File: src/fmmp_pkg.sv
package fmmp_pkg;

  localparam int IDX_W  = 32;
  localparam int MOD_W  = 24;
  localparam int BCNT_W = $clog2(IDX_W);
  localparam int MCNT_W = $clog2(MOD_W);

  localparam logic [MOD_W-1:0] MOD_RESET = MOD_W'(10000007);

  typedef logic [MOD_W-1:0] res_t;

  // 2x2 matrix [[a, b], [c, d]]
  typedef struct packed {
    res_t a;
    res_t b;
    res_t c;
    res_t d;
  } mat_t;

  typedef struct packed {
    logic             start;
    logic [IDX_W-1:0] expo;
  } eng_req_t;

  typedef struct packed {
    logic idle;
    logic done;
    res_t value;
  } eng_sts_t;

  // (a + b) mod m, both operands already below m
  function automatic res_t mod_add(res_t a, res_t b, res_t m);
    logic [MOD_W:0]   s;
    logic [MOD_W+1:0] d;
    s = {1'b0, a} + {1'b0, b};
    d = {1'b0, s} - {2'b00, m};
    if (d[MOD_W+1]) begin
      return s[MOD_W-1:0];
    end
    return d[MOD_W-1:0];
  endfunction

endpackage

File: src/fibonacci_mod_matrix_power.sv
// Fibonacci modulo m by 2x2 matrix exponentiation. Each transfer on the
// in_ channel carries an index n; one transfer on the out_ channel returns
// F(n) mod m, where m is the modulus register (reset 10000007, written
// through the cfg_ port while the block is idle). Index 0, and any modulus
// below 2, answer 0 without the engine. Otherwise [[1,1],[1,0]] is raised
// to n-1 by square-and-multiply, exponent MSB first, with leading zero bits
// skipped. From the first set bit on, every exponent bit costs one matrix
// squaring done by four bit-serial modular multiply-add lanes, one
// multiplier bit per cycle, plus a multiply by the base when the bit is
// set. One item is in work at a time; a new index is taken as soon as the
// previous result has moved into the output register, even while that
// result still waits for out_ready, unless a modulus write is waiting.
module fibonacci_mod_matrix_power import fmmp_pkg::*; (
  input  logic             clk,
  input  logic             rst_n,
  input  logic             cfg_valid,
  output logic             cfg_ready,
  input  logic [MOD_W-1:0] cfg_data,
  input  logic             in_valid,
  output logic             in_ready,
  input  logic [IDX_W-1:0] in_index,
  output logic             out_valid,
  input  logic             out_ready,
  output logic [MOD_W-1:0] out_fib_value
);

  res_t     mod_r, mod_nxt;
  logic     busy_r, busy_nxt;      // item accepted, result not yet in output reg
  logic     pend_r, pend_nxt;      // result ready, waiting for output reg
  res_t     pend_val_r, pend_val_nxt;
  logic     out_valid_r, out_valid_nxt;
  res_t     out_val_r, out_val_nxt;
  logic     in_fire;
  logic     special;
  eng_req_t req;
  eng_sts_t sts;

  // a waiting modulus write goes first, so no index sees a mixed modulus
  assign in_ready  = !busy_r && !cfg_valid;
  // modulus only changes with nothing in flight
  assign cfg_ready = !busy_r && !out_valid_r;
  assign in_fire   = in_valid && in_ready;

  // index zero or modulus 0/1 answer 0 without the engine
  assign special = (in_index == '0) || (mod_r[MOD_W-1:1] == '0);

  assign req.start = in_fire && !special;
  assign req.expo  = in_index - IDX_W'(1);

  fmmp_engine u_engine (
    .clk   (clk),
    .rst_n (rst_n),
    .req   (req),
    .m     (mod_r),
    .sts   (sts)
  );

  always_comb begin
    mod_nxt       = mod_r;
    busy_nxt      = busy_r;
    pend_nxt      = pend_r;
    pend_val_nxt  = pend_val_r;
    out_valid_nxt = out_valid_r;
    out_val_nxt   = out_val_r;

    if (cfg_valid && cfg_ready) begin
      mod_nxt = cfg_data;
    end

    if (in_fire) begin
      busy_nxt = 1'b1;
      if (special) begin
        pend_nxt     = 1'b1;
        pend_val_nxt = '0;
      end
    end

    if (sts.done) begin
      pend_nxt     = 1'b1;
      pend_val_nxt = sts.value;
    end

    if (out_valid_r && out_ready) begin
      out_valid_nxt = 1'b0;
    end

    if (pend_r && (!out_valid_r || out_ready)) begin
      out_valid_nxt = 1'b1;
      out_val_nxt   = pend_val_r;
      pend_nxt      = 1'b0;
      busy_nxt      = 1'b0;
    end
  end

  always_ff @(posedge clk) begin
    if (!rst_n) begin
      mod_r       <= MOD_RESET;
      busy_r      <= 1'b0;
      pend_r      <= 1'b0;
      out_valid_r <= 1'b0;
    end else begin
      mod_r       <= mod_nxt;
      busy_r      <= busy_nxt;
      pend_r      <= pend_nxt;
      out_valid_r <= out_valid_nxt;
    end
  end

  always_ff @(posedge clk) begin
    pend_val_r <= pend_val_nxt;
    out_val_r  <= out_val_nxt;
  end

  assign out_valid     = out_valid_r;
  assign out_fib_value = out_val_r;

  // engine only runs on behalf of an accepted item
  a_idle_when_free: assert property (@(posedge clk) disable iff (!rst_n)
    !busy_r |-> sts.idle)
    else $error("engine active with no item in flight");

  // engine finishes only while its item still owns the result slot
  a_done_owned: assert property (@(posedge clk) disable iff (!rst_n)
    sts.done |-> (busy_r && !pend_r))
    else $error("engine done without a pending item");

  // a regular index starts the engine on the following cycle
  a_start_taken: assert property (@(posedge clk) disable iff (!rst_n)
    (in_valid && in_ready && !special) |=> !sts.idle)
    else $error("accepted index did not start the engine");

  // every delivered value is reduced
  a_out_reduced: assert property (@(posedge clk) disable iff (!rst_n)
    out_valid_r |-> ((out_val_r < mod_r) || (mod_r[MOD_W-1:1] == '0)))
    else $error("result not reduced modulo the modulus");

endmodule

File: src/fmmp_lane.sv
// Bit-serial modular sum of two products: x0*y0 + x1*y1 mod m.
// Multiplier bits arrive MSB first on b0/b1, one per step.
module fmmp_lane import fmmp_pkg::*; (
  input  logic clk,
  input  res_t m,
  input  res_t x0,
  input  res_t x1,
  input  logic load,
  input  logic step,
  input  logic b0,
  input  logic b1,
  output res_t r,
  output res_t s01
);

  localparam int SW = MOD_W + 3;

  res_t           r_r, r_nxt;
  res_t           s01_r, s01_nxt;
  res_t           v;
  logic [SW-1:0]  t, d1, d2;

  always_comb begin
    case ({b0, b1})
      2'b11:   v = s01_r;
      2'b10:   v = x0;
      2'b01:   v = x1;
      default: v = '0;
    endcase
  end

  // 2r + v < 3m: at most two subtractions of m
  assign t  = {2'b00, r_r, 1'b0} + {3'b000, v};
  assign d1 = t - {3'b000, m};
  assign d2 = t - {2'b00, m, 1'b0};

  always_comb begin
    r_nxt   = r_r;
    s01_nxt = s01_r;
    if (load) begin
      r_nxt   = '0;
      s01_nxt = mod_add(x0, x1, m);
    end else if (step) begin
      if (!d2[SW-1]) begin
        r_nxt = d2[MOD_W-1:0];
      end else if (!d1[SW-1]) begin
        r_nxt = d1[MOD_W-1:0];
      end else begin
        r_nxt = t[MOD_W-1:0];
      end
    end
  end

  always_ff @(posedge clk) begin
    r_r   <= r_nxt;
    s01_r <= s01_nxt;
  end

  assign r   = r_r;
  assign s01 = s01_r;

endmodule

File: src/fmmp_engine.sv
// Square-and-multiply sequencer over the exponent, MSB first.
// Squaring uses four bit-serial lanes; multiply by [[1,1],[1,0]]
// reduces to two modular adds taken from the lanes' pre-sum.
module fmmp_engine import fmmp_pkg::*; (
  input  logic     clk,
  input  logic     rst_n,
  input  eng_req_t req,
  input  res_t     m,
  output eng_sts_t sts
);

  typedef enum logic [7:0] {
    E_IDLE      = 8'b0000_0001,
    E_BIT       = 8'b0000_0010,
    E_SQ_LOAD   = 8'b0000_0100,
    E_SQ_RUN    = 8'b0000_1000,
    E_SQ_COMMIT = 8'b0001_0000,
    E_MB_LOAD   = 8'b0010_0000,
    E_MB_COMMIT = 8'b0100_0000,
    E_DONE      = 8'b1000_0000
  } eng_state_t;

  localparam mat_t IDENT = '{a: res_t'(1), b: '0, c: '0, d: res_t'(1)};

  eng_state_t       state_r, state_nxt;
  mat_t             acc_r, acc_nxt;
  mat_t             sh_r, sh_nxt;
  logic [IDX_W-1:0] e_r, e_nxt;
  logic [BCNT_W-1:0] bcnt_r, bcnt_nxt;
  logic [MCNT_W-1:0] mcnt_r, mcnt_nxt;
  logic             started_r, started_nxt;
  logic             adv;
  logic             lane_load, lane_step;
  res_t             lr_a, lr_b, lr_c, lr_d;
  res_t             s01_a, s01_c;

  assign lane_load = (state_r == E_SQ_LOAD) || (state_r == E_MB_LOAD);
  assign lane_step = (state_r == E_SQ_RUN);

  fmmp_lane u_lane_a (
    .clk(clk), .m(m), .x0(acc_r.a), .x1(acc_r.b), .load(lane_load), .step(lane_step),
    .b0(sh_r.a[MOD_W-1]), .b1(sh_r.c[MOD_W-1]), .r(lr_a), .s01(s01_a)
  );
  fmmp_lane u_lane_b (
    .clk(clk), .m(m), .x0(acc_r.a), .x1(acc_r.b), .load(lane_load), .step(lane_step),
    .b0(sh_r.b[MOD_W-1]), .b1(sh_r.d[MOD_W-1]), .r(lr_b), .s01()
  );
  fmmp_lane u_lane_c (
    .clk(clk), .m(m), .x0(acc_r.c), .x1(acc_r.d), .load(lane_load), .step(lane_step),
    .b0(sh_r.a[MOD_W-1]), .b1(sh_r.c[MOD_W-1]), .r(lr_c), .s01(s01_c)
  );
  fmmp_lane u_lane_d (
    .clk(clk), .m(m), .x0(acc_r.c), .x1(acc_r.d), .load(lane_load), .step(lane_step),
    .b0(sh_r.b[MOD_W-1]), .b1(sh_r.d[MOD_W-1]), .r(lr_d), .s01()
  );

  always_comb begin
    state_nxt   = state_r;
    acc_nxt     = acc_r;
    sh_nxt      = sh_r;
    e_nxt       = e_r;
    bcnt_nxt    = bcnt_r;
    mcnt_nxt    = mcnt_r;
    started_nxt = started_r;
    adv         = 1'b0;
    case (state_r)
      E_IDLE: begin
        if (req.start) begin
          acc_nxt     = IDENT;
          e_nxt       = req.expo;
          bcnt_nxt    = BCNT_W'(IDX_W - 1);
          started_nxt = 1'b0;
          state_nxt   = E_BIT;
        end
      end
      E_BIT: begin
        // leading zero bits only square the identity: skip them
        if (started_r || e_r[IDX_W-1]) begin
          started_nxt = 1'b1;
          state_nxt   = E_SQ_LOAD;
        end else begin
          adv = 1'b1;
        end
      end
      E_SQ_LOAD: begin
        sh_nxt    = acc_r;
        mcnt_nxt  = MCNT_W'(MOD_W - 1);
        state_nxt = E_SQ_RUN;
      end
      E_SQ_RUN: begin
        sh_nxt.a = {sh_r.a[MOD_W-2:0], 1'b0};
        sh_nxt.b = {sh_r.b[MOD_W-2:0], 1'b0};
        sh_nxt.c = {sh_r.c[MOD_W-2:0], 1'b0};
        sh_nxt.d = {sh_r.d[MOD_W-2:0], 1'b0};
        if (mcnt_r == '0) begin
          state_nxt = E_SQ_COMMIT;
        end else begin
          mcnt_nxt = mcnt_r - MCNT_W'(1);
        end
      end
      E_SQ_COMMIT: begin
        acc_nxt = '{a: lr_a, b: lr_b, c: lr_c, d: lr_d};
        if (e_r[IDX_W-1]) begin
          state_nxt = E_MB_LOAD;
        end else begin
          adv = 1'b1;
        end
      end
      E_MB_LOAD: begin
        state_nxt = E_MB_COMMIT;
      end
      E_MB_COMMIT: begin
        // [[a,b],[c,d]] * [[1,1],[1,0]] = [[a+b, a], [c+d, c]]
        acc_nxt = '{a: s01_a, b: acc_r.a, c: s01_c, d: acc_r.c};
        adv     = 1'b1;
      end
      E_DONE: begin
        state_nxt = E_IDLE;
      end
      default: begin
        state_nxt = E_IDLE;
      end
    endcase
    if (adv) begin
      e_nxt = {e_r[IDX_W-2:0], 1'b0};
      if (bcnt_r == '0) begin
        state_nxt = E_DONE;
      end else begin
        bcnt_nxt  = bcnt_r - BCNT_W'(1);
        state_nxt = E_BIT;
      end
    end
  end

  always_ff @(posedge clk) begin
    if (!rst_n) begin
      state_r   <= E_IDLE;
      bcnt_r    <= '0;
      mcnt_r    <= '0;
      started_r <= 1'b0;
    end else begin
      state_r   <= state_nxt;
      bcnt_r    <= bcnt_nxt;
      mcnt_r    <= mcnt_nxt;
      started_r <= started_nxt;
    end
  end

  always_ff @(posedge clk) begin
    acc_r <= acc_nxt;
    sh_r  <= sh_nxt;
    e_r   <= e_nxt;
  end

  assign sts.idle  = (state_r == E_IDLE);
  assign sts.done  = (state_r == E_DONE);
  assign sts.value = acc_r.a;

endmodule

File: config.mk
export PLATFORM = sky130hd
export DESIGN_NAME = fibonacci_mod_matrix_power
export DESIGN_NICKNAME = d
export VERILOG_FILES = /design/src/fmmp_pkg.sv /design/src/fibonacci_mod_matrix_power.sv /design/src/fmmp_lane.sv /design/src/fmmp_engine.sv
export SDC_FILE = /design/constraint.sdc
export NUM_CORES = 2
export LEC_CHECK = 0
export ABC_CLOCK_PERIOD_IN_PS = 18150
export BUFFER_PORTS_ARGS = -buffer_cell sky130_fd_sc_hd__buf_2
export CORE_AREA = 5 5 242 244
export CTS_CLUSTER_DIAMETER = 50
export DETAILED_ROUTE_END_ITERATION = 10
export DIE_AREA = 0 0 247 249
export GPL_ROUTABILITY_DRIVEN = 1
export PLACE_DENSITY = 0.87
export SYNTH_ARGS = -nofsm -noshare
export SYNTH_HDL_FRONTEND = slang
export SYNTH_SLANG_ARGS = --single-unit
File: constraint.sdc
create_clock -name clk -period 18.15 [get_ports clk]
set_input_delay 0.9075 -clock clk [delete_from_list [all_inputs] [get_ports clk]]
set_output_delay 0.9075 -clock clk [all_outputs]
set_load 0.05 [all_outputs]
# Word-level counts from Yosys, hierarchy flattened
# Cells that the tools add are included.
# word_totals
reg_bits	462
input_bits	61
output_inout_bits	27
# classes
addsub	19
eq_ne	22
muxes	53
n_bitwise	1
n_reduce_logical	35
# op_table
operator	count
24-bit two-way mux	15
24-bit one-hot mux with 3 select lines	4
96-bit one-hot mux with 3 select lines	1
96-bit one-hot mux with 2 select lines	1
27-bit by 24-bit subtractor with 27-bit output	4
27-bit by 25-bit subtractor with 27-bit output	4
25-bit by 24-bit adder with 26-bit output	4
32-bit two-way mux	3
96-bit two-way mux	1
8-bit one-hot mux with 7 select lines	1
25-bit by 24-bit subtractor with 26-bit output	2
24-bit by 24-bit adder with 25-bit output	2
8-bit two-way mux	6
32-bit zero test	1
32-bit by 1-bit subtractor with 32-bit output (second input constant)	1
5-bit two-way mux	5
23-bit zero test	1
2-bit nonzero test	7
1-bit two-way mux	13
5-bit zero test	2
5-bit one-hot mux with 2 select lines	1
2-bit AND reduction	5
5-bit by 1-bit subtractor with 5-bit output (second input constant)	2
2-bit equality test (second input constant)	4
other kinds (23)	40

# Logic depth before layout (Yosys ltp)
# depth
depth_word	8
mapped_depth	28
depth_no_buf	24

# By module
# From an unflattened synthesis, not the netlist that was laid out.
# unflattened
cells_unflattened	5194
area_unflattened_um2	46922.5
# modules_own_cells
mod	n_inst	cells_per_inst	area_each_um2	seq_area_each_um2
fmmp_engine	1	825	10306.1	7096.8
fmmp_lane (u_engine.u_lane_b)	1	1078	8534.4	1201.2
fmmp_lane (u_engine.u_lane_c)	1	1002	8284.2	1201.2
fmmp_lane (u_engine.u_lane_a)	1	988	8249.2	1201.2
fmmp_lane (u_engine.u_lane_d)	1	1001	8230.4	1201.2
fibonacci_mod_matrix_power	1	300	3318.2	1981.9

# Worst setup path before layout
# Ideal clock, no wire load.
# synth_timing
kind	reg-to-reg
start	register u_engine.sh_r[23] (netlist name)
end	register u_engine.u_lane_b.r_r[14] (netlist: u_engine.u_lane_b.r[14])
setup_time_ns	0.114
arrival_ns	6.026
required_time_ns	18.036
setup_slack_ns	12.010
stages_incl_launch_ff	27
n_path_buf	3
cell_sequence	edfxtp_1 -> buf_1 -> clkbuf_1 -> mux2_2 -> a22o_1 -> ha_1 -> fa_1 -> a211oi_1 -> o21a_1 -> o211ai_1 -> a31oi_1 -> o31ai_1 -> a21o_1 -> a211oi_1 -> nor3_1 -> ha_1 -> a21o_1 -> a21o_1 -> a21o_1 -> or4_1 -> and3_1 -> o21ai_1 -> nand3b_1 -> buf_4 -> mux2i_1 -> a21oi_1 -> a21o_1
# synth_between
elab_chain_len	6
# synth_rtl
item	line	text
start: declaration	fmmp_engine.sv:27	mat_t sh_r, sh_nxt;
start signal: assignment	fmmp_engine.sv:151	sh_r <= sh_nxt;
2-bit by 1-bit equality test with 1-bit output / 2-bit equality test (equally long branches)	fmmp_lane.sv:24	case ({b0, b1})
24-bit one-hot mux with 3 select lines *	fmmp_lane.sv:24	
25-bit by 24-bit adder with 26-bit output *	fmmp_lane.sv:33	assign t = {2'b00, r_r, 1'b0} + {3'b000, v};
27-bit by 24-bit subtractor with 27-bit output	fmmp_lane.sv:34	assign d1 = t - {3'b000, m};
24-bit two-way mux	fmmp_lane.sv:46	end else if (!d1[SW-1]) begin
24-bit two-way mux *	fmmp_lane.sv:44	if (!d2[SW-1]) begin
end signal: assignment	fmmp_lane.sv:55	r_r <= r_nxt;
end: declaration	fmmp_lane.sv:18	res_t r_r, r_nxt;
# Every way passes the cells marked *; elsewhere a longest branch is shown, timed or not.
# A chain may end at the register's enable or synchronous reset.

# Worst setup path after layout
# layout_timing
start	register u_engine.sh_r[47] (netlist name)
end	register u_engine.u_lane_a.r_r[2] (netlist: u_engine.u_lane_a.r[2])
# layout_between
elab_chain_len	6
# layout_rtl
item	line
2-bit by 1-bit equality test with 1-bit output / 2-bit equality test (equally long branches)	fmmp_lane.sv:24
24-bit one-hot mux with 3 select lines *	fmmp_lane.sv:24
25-bit by 24-bit adder with 26-bit output *	fmmp_lane.sv:33
27-bit by 24-bit subtractor with 27-bit output	fmmp_lane.sv:34
24-bit two-way mux	fmmp_lane.sv:46
24-bit two-way mux *	fmmp_lane.sv:44
end signal: assignment	fmmp_lane.sv:55
end: declaration	fmmp_lane.sv:18
# Marked as above.

==> results.ini <==
[logic_synthesis]
ys_types=100
ys_warn_count=0
synth-seq-cells=462
syn_area_um2=38900
netlist_instances=4290
synth-seq-area-share_pct=32.0
synth_edf_count=319
synth-compound-area-share_pct=25.5
synthAdderAreaFrac_pct=13.2
yosys.area_share.simple_pct=13.8
avgSynthCellArea_um2=9.07
dominantRegCellSynth=edfxtp_1
synth-xor-area-share_pct=7.67
synthArstFlopShare_pct=0
synth_nets=4752
muxShareOfSynthArea_pct=4.78
synth_top_family_by_area=compound AO/OA/AOI/OAI gates

[sta]
setup_tns_ns=0
slew-limit-headroom_pct=36.7
tightest_slew_ns=0.949
clock_skew_ns=0.0172
rsz0062_at_grt=no
hold_viol=0
finalMaxSlewViolations=0
fmax_mhz=139
setup_violations=0
period_minus_slack_ns=7.17
fin_crit_sh_pct=39.5

[final_layout]
layout.nets=4779
diodes=0
drive_gt1_share_pct=9.94
multi_input_area_um2=25400
area_growth_pct=7.84
seqCellArea_um2=12400
final_core_util_pct=74.9
layout_commonest_cell=nand2_1
fillers=4042
finish.instance_area_um2=42000
final_cell_mix=555 x nand2_1, 385 x ha_1, 353 x a21oi_1

[global_routing]
grt_pass1_vias=33300
grt_max_degree=140
overflow=0
use_met2_pct=59.1
grt_use_met3_pct=5.86
grt.busiest_layer=met2
track_usage_pct=34.7
grt_first_pass_wirelength_mm=173
antenna_found_initial=2
gr-usage-met1_pct=42.9

[routing]
wl_mm=112
post_drt_wl_per_cell_um=21.9
drc_errors=0
dr_total_vias=34500
drt_pass1_iterations=6
drt_iter0_drc=3207
postRouteAntennaNets=0
vias_per_cell=6.74

[clock_network]
cts.clk_slew.worst_paths_ns=0.06
ctsHoldBuffers=0
cts_buffers=59
cts_buffer_depth=3
insertion_delay_ns=0.64
cts_tree=done
root_buffer=clkbuf_16
h-tree-depth=2
cts_sinks=462
cts_setup_buffers=0
cts_resized=0

[floorplanning]
die_h_um=249
std_cell_rows=87
dieWidth_um=247
io_pins=88
die_area_um2=61500
initial_core_util_pct=69.4
coreArea_um2=56100

[setup_path]
crit_family=compound AO/OA/AOI/OAI gates
end_kind=flip-flop
cp_max_fo=45
cp_slowest_cell=and3b_2
criticalPathCategory=flip-flop to flip-flop
start_kind=flip-flop
slowest_delay_ns=0.82
arrival_ns=7.70
worst-path-buf-inv=3
cp_data_required_time_ns=18.68

[place]
hpwlAfterDp_mm=81.4
gp_congestion=0.975
portBuffers=87
dpl_cell_area_um2=40000

[run_status]
status=finished clean

[power_and_ir_drop]
power_mw=3.11
p_leak_nw=18.2
power_density_nw_per_um2=74.0
peakVddDrop_uv=71.4

[flow_run]
cap_violations=0

[worst_hold_path]
hp-class=flip-flop to flip-flop

==> report_power, final <==
| group | internal (mW) | switching, mW |
|---|---|---|
| Combinational | 0.303 | 0.418 |
| Sequential | 1.16 | 0.0254 |
| Clock | 0.688 | 0.512 |
| Total | 2.15 | 0.956 |
==> cell usage after synthesis, drive strengths merged (16+ instances only) <==
| cell | instances | area (um2) |
|---|---|---|
| nand2 | 559 | 2100 |
| ha | 385 | 4820 |
| a21oi | 357 | 1800 |
| edfxtp | 319 | 9580 |
| o21ai | 274 | 1380 |
| xnor2 | 230 | 2010 |
| nor2 | 222 | 833 |
| a22o | 191 | 1670 |
| a21o | 175 | 1310 |
| dfxtp | 143 | 2860 |
| mux2 | 127 | 1430 |
| clkbuf | 126 | 474 |
| inv | 122 | 458 |
| xor2 | 111 | 972 |
| a211oi | 69 | 568 |
| nand3 | 63 | 315 |
| nor3 | 63 | 320 |
| o21a | 63 | 474 |
| nand2b | 51 | 319 |
| o21bai | 44 | 330 |
| mux2i | 43 | 430 |
| a31oi | 41 | 263 |
| and2 | 40 | 250 |
| nor2b | 39 | 246 |
| a22oi | 37 | 278 |
| buf | 37 | 240 |
| o211ai | 35 | 273 |
| a21boi | 27 | 214 |
| and3 | 27 | 169 |
| nand4 | 25 | 156 |
| nor4 | 19 | 119 |
| a221oi | 17 | 186 |
| fa | 16 | 320 |
==> through the flow <==
stage	instances	hold WS [ns]	worst slack (ns)
after floorplan	4290	0.400	12.01
after global placement	5012	0.401	11.30
after global routing	5123	0.425	10.70
after CTS	5123	0.423	11.13
final	5123	0.422	10.98
after detailed placement	5012	0.408	11.14
==> per-layer routing <==
metal	up-vias	wire length [um]
li1	16100	-
met5	-	0
met1	16300	42600
met3	407	10600
met2	1695	53300
met4	0	5790
==> path summary, 6_finish.rpt <==
kind / startpoint / end / slack [ns] / cells after the start
setup / recovery: u_engine.sh_r[47]$_DFFE_PP_ / u_engine.u_lane_a.r[2]$_SDFFE_PP0N_ / 10.98 / 26
hold / removal: pend_val_r[15]$_SDFFCE_PP0P_ / out_fib_value[15]$_DFFE_PP_ / 0.42 / 0
setup reg to reg: u_engine.sh_r[47]$_DFFE_PP_ / u_engine.u_lane_a.r[2]$_SDFFE_PP0N_ / 10.98 / 26
hold reg to reg: pend_val_r[15]$_SDFFCE_PP0P_ / out_fib_value[15]$_DFFE_PP_ / 0.42 / 0
==> state kept, by name, indices dropped and copies added (netlist names) <==
name and flops:
busy_r 1, mod_r 24, out_fib_value 24, out_valid 1, pend_r 1, pend_val_r 24
u_engine.acc_r 72, u_engine.bcnt_r 5, u_engine.e_r 32, u_engine.mcnt_r 5, u_engine.sh_r 96, u_engine.started_r 1
u_engine.state_r 8, u_engine.sts 24, u_engine.u_lane_a.r 24, u_engine.u_lane_a.s01 24, u_engine.u_lane_b.r 24, u_engine.u_lane_c.r 24
u_engine.u_lane_c.s01 24, u_engine.u_lane_d.r 24
==> logic make-up after synthesis <==
group,after synthesis
mux,170
buf+inv,285
xor+xnor,341
flops,462
compound gates,1453
simple gates,1178
fa+ha+maj,401
==> area by class of cell <==
cell class,instances,area share [%]
multi-input cells,3543,60.4
flip-flops and latches,462,29.6
clock buffers,71,3.84
well taps,756,2.25
repair buffers,129,1.82
inverters,122,1.09
clock inverters,40,0.909
==> worst register-to-register path, stage by stage (launching register included) <==
cell       delay, ns
edfxtp_1        0.36
buf_4           0.25
buf_4           0.30
nor2b_4         0.22
buf_4           0.30
a22o_1          0.37
ha_1            0.22
fa_1            0.45
a211o_1         0.35
a21o_1          0.20
o211ai_2        0.11
nand2_1         0.13
nor3_1          0.17
o21bai_1        0.11
a21o_1          0.20
xor2_1          0.30
ha_1            0.37
a21o_1          0.20
a21oi_1         0.13
nor2b_1         0.06
o21ai_0         0.18
o21ai_2         0.11
a221o_1         0.37
a31oi_1         0.18
and3b_2         0.82
mux2i_1         0.24
a2111oi_2       0.37
Power figures use the tool's default switching activity.
